<file path="config.mk">
export PLATFORM = sky130hd
export DESIGN_NAME = ffha_ctrl
export DESIGN_NICKNAME = d
export VERILOG_FILES = /design/src/rtl/ffha_pkg.sv /design/src/rtl/ffha_ctrl.sv
export SDC_FILE = /design/constraint.sdc
export NUM_CORES = 1
export LEC_CHECK = 0
export BUFFER_PORTS_ARGS = -buffer_cell sky130_fd_sc_hd__buf_2
export CAP_MARGIN = 10
export CORE_ASPECT_RATIO = 0.9
export CORE_MARGIN = 2
export CORE_UTILIZATION = 54
export CTS_CLUSTER_SIZE = 10
export DETAILED_ROUTE_END_ITERATION = 8
export PLACE_DENSITY = 0.81
export SLEW_MARGIN = 5
export SYNTH_ARGS = -nofsm -noshare
export SYNTH_HDL_FRONTEND = slang
export SYNTH_SLANG_ARGS = --single-unit
</file>
<file path="constraint.sdc">
create_clock -name i_clk -period 4.9 [get_ports i_clk]
set_input_delay 0.49 -clock i_clk [delete_from_list [all_inputs] [get_ports i_clk]]
set_output_delay 0.49 -clock i_clk [all_outputs]
set_load 0.005 [all_outputs]
</file>
<file path="src/rtl/ffha_pkg.sv">
package ffha_pkg;

    localparam int HEAP_MAX_BYTES = 4096;
    localparam int ADDR_W = 12;
    localparam int SIZE_W = 16;
    localparam int ENTRY_W = SIZE_W + 1;
    localparam int POS_W = 18;
    localparam int HEAP_W = 13;

    localparam logic [POS_W-1:0] HDR_BYTES = POS_W'(6);
    localparam logic [POS_W-1:0] END_BYTES = POS_W'(4);
    localparam logic [HEAP_W-1:0] HEAP_MIN = HEAP_W'(16);
    localparam logic [HEAP_W-1:0] HEAP_RESET = HEAP_W'(HEAP_MAX_BYTES);

    localparam logic FUNC_ALLOC = 1'b0;
    localparam logic FUNC_FREE = 1'b1;

    localparam logic [1:0] RES_DONE = 2'd0;
    localparam logic [1:0] RES_NO_MEM = 2'd1;
    localparam logic [1:0] RES_NOT_FOUND = 2'd2;

    typedef enum logic [2:0] {
        DP_NOP,
        DP_RELAY,
        DP_START,
        DP_READ,
        DP_STEP,
        DP_ALLOC_HDR,
        DP_ALLOC_REM,
        DP_FREE_MARK
    } t_dp_op;

    typedef enum logic [2:0] {
        MG_NOP,
        MG_START,
        MG_READ_H,
        MG_READ_NX,
        MG_ABSORB,
        MG_WRITE,
        MG_ADVANCE
    } t_mg_op;

    typedef struct packed {
        t_dp_op op;
        t_mg_op mg;
    } t_cmd;

    typedef struct packed {
        logic h_ok;
        logic nx_ok;
        logic cur_free;
        logic cur_fits;
        logic cur_match;
        logic nx_free;
    } t_status;

endpackage

</file>
<file path="src/rtl/ffha_ctrl.sv">
module ffha_ctrl (
    input  logic              i_clk,
    input  logic              i_rst_n,
    input  logic              i_in_valid,
    output logic              o_in_ready,
    input  logic              i_func,
    input  logic              i_cfg_valid,
    output logic              o_cfg_ready,
    input  logic              i_busy_clear,
    input  logic              i_out_free,
    output logic              o_res_load,
    output logic [1:0]        o_res_code,
    output logic              o_res_offset_en,
    input  ffha_pkg::t_status i_status,
    output ffha_pkg::t_cmd    o_cmd
);

    typedef enum logic [10:0] {
        S_IDLE   = 11'b00000000001,
        S_WALK   = 11'b00000000010,
        S_EVAL   = 11'b00000000100,
        S_AREM   = 11'b00000001000,
        S_MFIRST = 11'b00000010000,
        S_MCHK   = 11'b00000100000,
        S_MRD    = 11'b00001000000,
        S_MEVAL  = 11'b00010000000,
        S_MNX    = 11'b00100000000,
        S_MNXEV  = 11'b01000000000,
        S_DONE   = 11'b10000000000
    } t_state;

    t_state r_state, n_state;
    logic   r_func;

    assign o_in_ready = (r_state == S_IDLE) && !i_busy_clear && i_out_free && !i_cfg_valid;
    assign o_cfg_ready = (r_state == S_IDLE) && !i_busy_clear;

    always_comb begin
        n_state = r_state;
        o_cmd = '{op: ffha_pkg::DP_NOP, mg: ffha_pkg::MG_NOP};
        o_res_load = 1'b0;
        o_res_code = ffha_pkg::RES_DONE;
        o_res_offset_en = 1'b0;
        case (r_state)
            S_IDLE: begin
                if (i_cfg_valid && o_cfg_ready) begin
                    o_cmd.op = ffha_pkg::DP_RELAY;
                end else if (i_in_valid && o_in_ready) begin
                    o_cmd.op = ffha_pkg::DP_START;
                    n_state = S_WALK;
                end
            end
            S_WALK: begin
                if (!i_status.h_ok) begin
                    o_res_load = 1'b1;
                    o_res_code = (r_func == ffha_pkg::FUNC_ALLOC)
                        ? ffha_pkg::RES_NO_MEM : ffha_pkg::RES_NOT_FOUND;
                    n_state = S_IDLE;
                end else begin
                    n_state = S_EVAL;
                end
            end
            S_EVAL: begin
                if (r_func == ffha_pkg::FUNC_ALLOC) begin
                    if (i_status.cur_free && i_status.cur_fits) begin
                        o_cmd.op = ffha_pkg::DP_READ;
                        n_state = S_AREM;
                    end else begin
                        o_cmd.op = ffha_pkg::DP_STEP;
                        n_state = S_WALK;
                    end
                end else if (i_status.cur_match) begin
                    o_cmd.op = ffha_pkg::DP_FREE_MARK;
                    n_state = S_MFIRST;
                end else begin
                    o_cmd.op = ffha_pkg::DP_STEP;
                    n_state = S_WALK;
                end
            end
            S_AREM: begin
                o_cmd.op = ffha_pkg::DP_ALLOC_HDR;
                n_state = S_DONE;
            end
            S_DONE: begin
                o_cmd.op = ffha_pkg::DP_ALLOC_REM;
                o_res_load = 1'b1;
                o_res_offset_en = 1'b1;
                n_state = S_IDLE;
            end
            S_MFIRST: begin
                o_cmd.mg = ffha_pkg::MG_START;
                n_state = S_MCHK;
            end
            S_MCHK: begin
                if (!i_status.h_ok) begin
                    o_res_load = 1'b1;
                    n_state = S_IDLE;
                end else begin
                    n_state = S_MRD;
                end
            end
            S_MRD: begin
                o_cmd.mg = ffha_pkg::MG_READ_H;
                n_state = S_MEVAL;
            end
            S_MEVAL: begin
                if (i_status.cur_free) begin
                    n_state = S_MNX;
                end else begin
                    o_cmd.mg = ffha_pkg::MG_ADVANCE;
                    n_state = S_MCHK;
                end
            end
            S_MNX: begin
                if (i_status.nx_ok) begin
                    o_cmd.mg = ffha_pkg::MG_READ_NX;
                    n_state = S_MNXEV;
                end else begin
                    o_cmd.mg = ffha_pkg::MG_WRITE;
                    n_state = S_MCHK;
                end
            end
            S_MNXEV: begin
                if (i_status.nx_free) begin
                    o_cmd.mg = ffha_pkg::MG_ABSORB;
                    n_state = S_MNX;
                end else begin
                    o_cmd.mg = ffha_pkg::MG_WRITE;
                    n_state = S_MCHK;
                end
            end
            default: n_state = S_IDLE;
        endcase
    end

    always_ff @(posedge i_clk) begin
        if (!i_rst_n) begin
            r_state <= S_IDLE;
            r_func <= ffha_pkg::FUNC_ALLOC;
        end else begin
            r_state <= n_state;
            if (r_state == S_IDLE) begin
                r_func <= i_func;
            end
        end
    end

endmodule

</file>
* Yosys cells after proc, flatten, opt, wreduce, memory -nomap -nowiden *
Cells that the tools add are included.

word-level totals
  register bits after elaboration = 12
  bits of input ports = 13
  output and inout bits = 12
  logic and storage cells = 52

operators by class
  equal/unequal tests = 13
  mux-type cells = 27
  reduce and logical (&&, ||, !) cells = 10

operators by type and width
  operator                                                           number
  11-bit case mux with 10 select lines                               1
  11-bit two-way mux                                                 3
  9-bit two-way mux                                                  2
  3-bit two-way mux                                                  5
  3-bit case mux with 5 select lines                                 1
  2-bit two-way mux                                                  6
  3-bit case mux with 4 select lines                                 1
  11-bit by 1-bit == test with 1-bit output, second input constant   1
  11-bit by 10-bit == test with 1-bit output, second input constant  1
  11-bit == test, second input constant                              1
  11-bit by 2-bit == test with 1-bit output, second input constant   1
  11-bit by 3-bit == test with 1-bit output, second input constant   1
  11-bit by 4-bit == test with 1-bit output, second input constant   1
  11-bit by 5-bit == test with 1-bit output, second input constant   1
  11-bit by 6-bit == test with 1-bit output, second input constant   1
  11-bit by 7-bit == test with 1-bit output, second input constant   1
  11-bit by 8-bit == test with 1-bit output, second input constant   1
  11-bit by 9-bit == test with 1-bit output, second input constant   1
  10-bit two-way mux                                                 1
  7-bit two-way mux                                                  1
  1-bit logical AND                                                  6
  5-bit two-way mux                                                  1
  4-bit two-way mux                                                  1
  1-bit two-way mux                                                  3
  6 further kinds                                                    7

* Longest topological paths before layout *
Gate-level depths: netlist (run 1).

  word-level depth = 8
  gate-level depth with buffers = 5
  gate-level depth less buffers = 4

* Least setup slack after synthesis (run 1) *
Ideal clock, no wire load.

  path kind = register -> output
  from = register r_state[8]
  to = output port o_res_load
  arrival = 1.679 ns
  required time = 4.410 ns
  slack = 2.731 ns
  cell stages (with the launch flop) = 6
  path buffers = 1
  path through = dfxtp_1 > buf_6 > or3_4 > or4_4 > or3_1 > nand2_1

between the ends
  longest elaborated chain between the ends = 3
  elaborated cells between the ends (all ways) = 5
  classes of those cells = 3 x eq/ne; 1 x mux; 1 x reduce/logical

ends and longest elaborated chain
  item                                                                                                    line              RTL
  from (decl)                                                                                             ffha_ctrl.sv:32   t_state r_state, n_state;
  from (signal assigned)                                                                                  ffha_ctrl.sv:141  r_state <= n_state;
  11-bit by 6-bit == test with 1-bit output or 11-bit by 2-bit == test with 1-bit output (tied branches)  ffha_ctrl.sv:44   case (r_state)
  2-bit OR reduction (no line)                                                                            --
  1-bit case mux with 2 select lines (*)                                                                  ffha_ctrl.sv:44
  to (decl)                                                                                               ffha_ctrl.sv:11   output logic o_res_load,

Mark *: on every way between the ends. The rest lies on a longest branch, timed or not.

==> results of run 1 <==
[worst register-to-register path, stage by stage (launching register included)]
cell and delay, ns:
dfxtp_1 0.38, nor4_1 0.75, nand3_1 0.30, o21ai_1 0.40, a21oi_1 0.10
[per-stage QoR]
| stage | std cells | power, mW | hold slack, ns | setup slack, ns |
|---|---|---|---|---|
| after floorplan | 112 | 0.157 | 0.473 | 2.73 |
| after detailed placement | 146 | 0.179 | 0.514 | 2.52 |
| after global placement | 146 | 0.177 | 0.521 | 2.56 |
| after global routing | 149 | 0.256 | 0.447 | 1.95 |
| after CTS | 149 | 0.243 | 0.426 | 2.19 |
| final | 149 | 0.242 | 0.435 | 2.17 |
[report_power, final]
group	total, mW	internal, mW	switching, mW
sequential	0.112	0.102	0.00968
combinational	0.0670	0.0273	0.0396
clock	0.0630	0.0286	0.0344
[sequential cells by signal (all words and copies together) (netlist names)]
name	flops
r_func	1
r_state	11
[layer usage]
layer / global-route usage (%) / share of wire, % / up-vias
met1: 37.4 / 45 / 418
met2: 34.7 / 44 / 58
met5: 0 / 0 / -
li1: - / - / 469
met4: 15.4 / 3.5 / 0
met3: 5.65 / 8.0 / 10
[layout make-up]
type                            count  area, sq um
Timing Repair Buffer               24          120
Clock buffer                        3         22.5
Fill cell                         135          484
Tap cell                           15         18.8
Multi-Input combinational cell     91          563
Inverter                            4         15.0
Sequential cell                    12          240
[how the worst min path moves through the flow]
stage | start | to | slack (ns) | cells after the start
6_report | i_func | r_func | 0.44 | 3
4_1_cts | i_func | r_func | 0.43 | 3
5_1_grt | i_func | r_func | 0.45 | 3
3_3_place_gp | r_state[5] | r_state[6] | 0.52 | 2
2_1_floorplan | r_state[5] | r_state[6] | 0.47 | 2
3_5_place_dp | r_state[5] | r_state[6] | 0.51 | 2
[cell usage in the layout, fill, tap and decap left out, types with 3 or more instances in the layout]
| master | netlist | final |
|---|---|---|
| a21oi_1 | 4 | 4 |
| buf_2 | 1 | 24 |
| inv_1 | 4 | 4 |
| nor4_1 | 9 | 9 |
| xor2_1 | 3 | 3 |
| nand3b_1 | 3 | 3 |
| nor4b_1 | 3 | 3 |
| nand2_1 | 13 | 13 |
| o21ai_0 | 5 | 5 |
| dfxtp_1 | 12 | 12 |
| nor2_1 | 9 | 9 |
| nor3b_1 | 3 | 3 |
| clkbuf_4 | 0 | 3 |
| nand3_1 | 4 | 4 |
| nor3_1 | 4 | 4 |
[kinds of logic after synthesis]
logic type	count (synthesis)	share of synthesized area, %
xor+xnor	4	4.11
compound gates	22	16.3
mux	1	1.17
buf+inv	9	5.86
flops	12	28.2
simple gates	64	44.4
==> results.md, run 1 <==
* Final core utilization at 66.9%
* Tmin final at 2.73 ns
* Clk pin slew, worst setup/hold paths at 0.07 ns
* Crit path max fanout at 11
* Crit path depth at 5
* Hold crit path type: in -> reg
* Cts repair resizes at 0
* DRT Wirelength at 2250 um
* Cells after Synth at 112
* Yosys cell types at 39
* Total I/O pin count at 25
* Ys flop type: dfxtp_1
* Die height at 41.7 um
* Max Slew Vio Count at 0
* Main area contributors after synthesis: dfxtp_1, nor4_1, nand2_1
* Initial core utilization at 58.3%
* Die area at 1910 sq um
* Hpwl dp at 1680 um
* Total Nets Final at 149
* Commonest cells post-synth: nand2_1, dfxtp_1, nor2_1, nor4_1, o21ai_0
* Post-CTS Setup Bufs at 0
* Drt first pass iters at 4
* Post-route ant nets at 0
* Post-DR wirelength/cell at 15.1 um
* Skew final at 0.00195 ns
* Status: finished, final reports clean
* Crit path required time at 4.41 ns
* First-pass GRT wire length at 3650 um
* Clock Latency Late Sink at 0.28 ns
* Maxcap violations at 0
* Synth area leader: dfxtp_1
* WS Path Type: reg -> out
* Cell Chain, Critical Path: or4_1 -> nor4_1 -> o21ai_0 -> nand2_1 -> buf_2
* Leak at 0.436 nW
* Die X at 45.9 um
* Yosys top cell area share at 28.2%
* WP buf/inv at 1
* IO Port Bufs at 24
* Post-route cell area at 980 sq um
* Cell Area, Placed at 957 sq um
* Syn avg cell area at 7.62 sq um
* R2R depth at 4
* CP endpoint kind: output pin
* Final worst-path cycle share at 55.7%
* Routed vias/inst at 6.41
* CP startpoint: r_state[0]
* Mapped cell area at 853 sq um
* Peak supply drop at 0.183 mV
* Sequential share of the synthesized area at 28.2%
* Residual DRC count at 0
* Setup violators final at 0
* Number of flops mapped to enable cells by yosys at 0
* Crit-path leading delay family: simple AND/OR/NAND/NOR gates
* Vias post-DR at 955
* Yosys reg bits at 12
* Actual slew at the worst max-slew pin at 0.840 ns
* Clk sink count at 12
* Setup TNS at 0 ns
* Grt ovf at 0
* Fmax at 366 MHz
* Slew HR at 43.5%
* CTS Hold Buffers Added at 0
* Setup repair after global routing missed its margin: false
* Reg2Reg Capture Point: r_state[8]
* Fin. Hold Viols at 0
* Area growth syn-to-layout at 14.8%
* N_diodes at 0
* Worst Setup Start Kind: flop
* Worst setup endpoint: o_cmd[1]
* DRT iter0 DRCs at 39
* YS warnings at 0
* Largest net degree at the start of global routing at 12
* GRT Overall Usage at 26.0%
* PD cells at 247 nW/um^2
* Worst reg-to-reg setup slack at 2.84 ns
* Num CTS Buffers at 3
* Syn nets at 125
* Slowest stage delay, CP at 0.65 ns
* WP data arrival at 2.24 ns
* FFs w/ async S/R, synth at 0%
* Layout cells sized above 1 at 22.4%
* Core ar. at 1460 sq um
* Worst R2R Start: r_state[8]
* Htree depth at 1
* Antenna violations before repair at 0
* Clock root buffer: clkbuf_4
* Top-count cell post-synth: nand2_1
* CTS tree: yes
* Slowest cell on crit path: or4_1
* Routability congestion estimate at 0.863
* CTS max path bufs at 2
* Rows at 13
* Number of global-route vias before repair at 832
Note: power is estimated with default switching activity, not from simulation.
==> inputs of run 2 (changes only) <==
--- a/config.mk
+++ b/config.mk
@@ -9,10 +9,10 @@
 export CAP_MARGIN = 10
 export CORE_ASPECT_RATIO = 0.9
 export CORE_MARGIN = 2
-export CORE_UTILIZATION = 54
+export CORE_UTILIZATION = 45
 export CTS_CLUSTER_SIZE = 10
 export DETAILED_ROUTE_END_ITERATION = 8
-export PLACE_DENSITY = 0.81
+export PLACE_DENSITY = 0.72
 export SLEW_MARGIN = 5
 export SYNTH_ARGS = -nofsm -noshare
 export SYNTH_HDL_FRONTEND = slang
==> constraint.sdc (replaced) <==
create_clock -name i_clk -period 2.3 [get_ports i_clk]
set_input_delay 0.23 -clock i_clk [delete_from_list [all_inputs] [get_ports i_clk]]
set_output_delay 0.23 -clock i_clk [all_outputs]
set_load 0.005 [all_outputs]
==> run 2 against run 1 <==
  * Routed wire length up 9.7%
  * Via count up 4.6%
  * Critical path depth unchanged
  * Non-clock buffer count up 7
  * Clock skew down 0.00091 ns
  * Setup slack worse by 2.2 ns
  * Largest power group unchanged
  * Sequential share of layout area down 1.7 points
  * Combinational power rose to 2.7 times the previous value
  * Clock-buffer cell count unchanged
  * Register-to-register slack worse by 2.4 ns
  * Cell area up 11%
==> results.md, run 2 (synthesis gave the netlist of run 1 again) <==
* Largest net degree at the start of global routing at 11 (-1)
* Layout cells sized above 1 at 31.9% (+9.5 points)
* Total Nets Final at 156 (+4.7%)
* Hold crit path type: in -> reg
* Crit path max fanout at 6 (-5)
* Reg2Reg Capture Point: r_state[0]
* Setup TNS at 0 ns (unchanged)
* Maxcap violations at 0 (unchanged)
* Commonest cells after routing, fill and taps aside: buf_2, nand2_1, nor2_1, dfxtp_1, nor4_1
* Skew final at 0.00104 ns (-0.000907 ns)
* Crit path required time at 2.07 ns (-2.34 ns)
* CP dominant cell by count: or3_4
* Int Pwr at 0.355 mW (+120%)
* Worst R2R Start: r_state[4]
* Hold EP: r_func
* Footprint of the multi-input gates at 602 sq um (+6.9%)
* Routed vias/inst at 6.05 (-5.5%)
* Die area at 2260 sq um (+18%)
* Clock root buffer: clkbuf_4
* Switching fraction of total power at 34.4% (-0.22 points)
* Largest regs: r_state (11), r_func (1)
* First-pass GRT wire length at 3870 um (+6.0%)
* IO Port Bufs at 24 (unchanged)
* Worst setup margin at 0.00188 ns (-2.17 ns)
* PD cells at 496 nW/um^2 (+100%)
* Final core utilization at 62.9% (-4.0 points)
* Grt ovf at 0 (unchanged)
* Cell Chain, Critical Path: or3_4 -> or4_4 -> or3_4 -> nand2_1 -> buf_2
* Sequential share of power at 42.2% (-4.0 points)
* Combinational power share at 33.6% (+5.9 points)
* Slew HR at 67.2% (+24 points)
* Max Slew Vio Count at 0 (unchanged)
* Die X at 49.9 um (+8.7%)
* Crit path depth at 5 (unchanged)
* Net Switching at 0.186 mW (+120%)
* Fin. Hold Viols at 0 (unchanged)
* Tmin final at 2.30 ns
* Rows at 14 (+1)
* Hpwl dp at 1770 um (+5.1%)
* Residual DRC count at 0 (unchanged)
* Final worst-path cycle share at 99.9%
* Number of global-route vias before repair at 895 (+7.6%)
* Fmax at 435 MHz
* Antenna violations before repair at 0 (unchanged)
* Clock power share at 24.2% (-1.9 points)
* Num CTS Buffers at 3 (unchanged)
* WS Path Type: reg -> out
* WP buf/inv at 1 (unchanged)
* DRT iter0 DRCs at 47 (+21%)
* Actual slew at the worst max-slew pin at 0.485 ns (-0.355 ns)
* Core ar. at 1730 sq um (+18%)
* N_diodes at 0 (unchanged)
* Clock Latency Late Sink at 0.28 ns (about the same)
* Fillers at 155 (+15%)
* CTS Hold Buffers Added at 0 (unchanged)
* CP endpoint kind: output pin
* GRT Overall Usage at 22.7% (-3.3 points)
* Top reg by flops: r_state
* Routability congestion estimate at 0.847 (-1.9%)
* Most common cell after layout, fill and taps aside: buf_2
* Total I/O pin count at 25 (unchanged)
* Status: finished, final reports clean
* Max reg flops at 11 (unchanged)
* Hold path cells at 3 (unchanged)
* Crit-path leading delay family: simple AND/OR/NAND/NOR gates
* Setup violators final at 0 (unchanged)
* Slowest cell on crit path: or4_4
* Clk pin slew, worst setup/hold paths at 0.07 ns (about the same)
* R2R depth at 4 (unchanged)
* Reg area at 249 sq um (+3.6%)
* Area growth syn-to-layout at 27.9%
* Worst reg-to-reg setup slack at 0.47 ns (-2.37 ns)
* Hold_sp: i_func
* Initial core utilization at 49.2% (-9.1 points)
* Post-Place Setup Slack at 0.261 ns (-2.26 ns)
* Leak at 0.476 nW (+9.0%)
* Peak supply drop at 0.402 mV (+120%)
* DRT Wirelength at 2470 um (+9.7%)
* WP data arrival at 2.07 ns (-0.17 ns)
* Vias post-DR at 999 (+4.6%)
* CTS max path bufs at 2 (unchanged)
* Post-route ant nets at 0 (unchanged)
* CTS tree: yes
* Drt first pass iters at 4 (unchanged)
* Die height at 45.3 um (+8.6%)
* Post-DR wirelength/cell at 14.9 um (-0.98%)
* Htree depth at 1 (unchanged)
* Setup repair after global routing missed its margin: true
* Clk sink count at 12 (unchanged)
* Worst Setup Start Kind: flop
* Slowest stage delay, CP at 0.52 ns (-0.13 ns)
* Design Power at 0.541 mW (+120%)
-- run 2: worst max path at each step --
stage | startpoint | to | slack (ns)
6_report | r_state[9] | o_res_load | 0.002
2_1_floorplan | r_state[8] | o_res_load | 0.39
3_3_place_gp | r_state[1] | o_cmd[1] | 0.20
5_1_grt | r_state[9] | o_res_load | -0.04
4_1_cts | r_state[8] | o_res_load | 0.007
3_5_place_dp | r_state[1] | o_cmd[1] | 0.26
-- run 2: worst min-delay path, delay by kind of cell --
| family | cells | cell delay [ns] |
|---|---|---|
| mux | 1 | 0.05 |
| simple gates | 1 | 0.07 |
| buf+inv | 1 | 0.07 |
-- run 2: metrics by stage --
| step | hold slack [ns] | instance area (sq um) | instances |
|---|---|---|---|
| floorplan | 0.365 | 853 | 112 |
| global placement | 0.467 | 1010 | 160 |
| detailed placement | 0.466 | 1010 | 160 |
| CTS | 0.179 | 1040 | 163 |
| global route | 0.229 | 1090 | 165 |
| finish | 0.178 | 1090 | 165 |
-- run 2: power groups by stage --
stage          combinational (mW)  clock, mW  sequential [mW]
3_5_place_dp                0.165          0            0.234
4_1_cts                     0.168      0.133            0.229
3_3_place_gp                0.162          0            0.235
5_1_grt                     0.199      0.141            0.230
6_report                    0.182      0.131            0.228
2_1_floorplan               0.105          0            0.230
-- run 2: cell type report --
type / count / area share [%]
clock buffers: 3 / 2.06
repair buffers: 31 / 15.8
well taps: 24 / 2.75
multi-input cells: 91 / 55.2
flip-flops and latches: 12 / 22.8
inverters: 4 / 1.38
-- run 2: layer usage --
metal	track usage [%]	routed length [um]	vias up
met4	11.7	51	0
met2	35.7	1130	56
met5	0	0	-
met1	30.5	1110	446
met3	3.64	179	8
li1	-	-	489
-- run 2: timing repair --
item                                    in CTS  in global routing
resized for setup                            4                  8
setup buffers                                0                  2
endpoints found under the setup margin       3                  3
pin swaps                                    0                  3
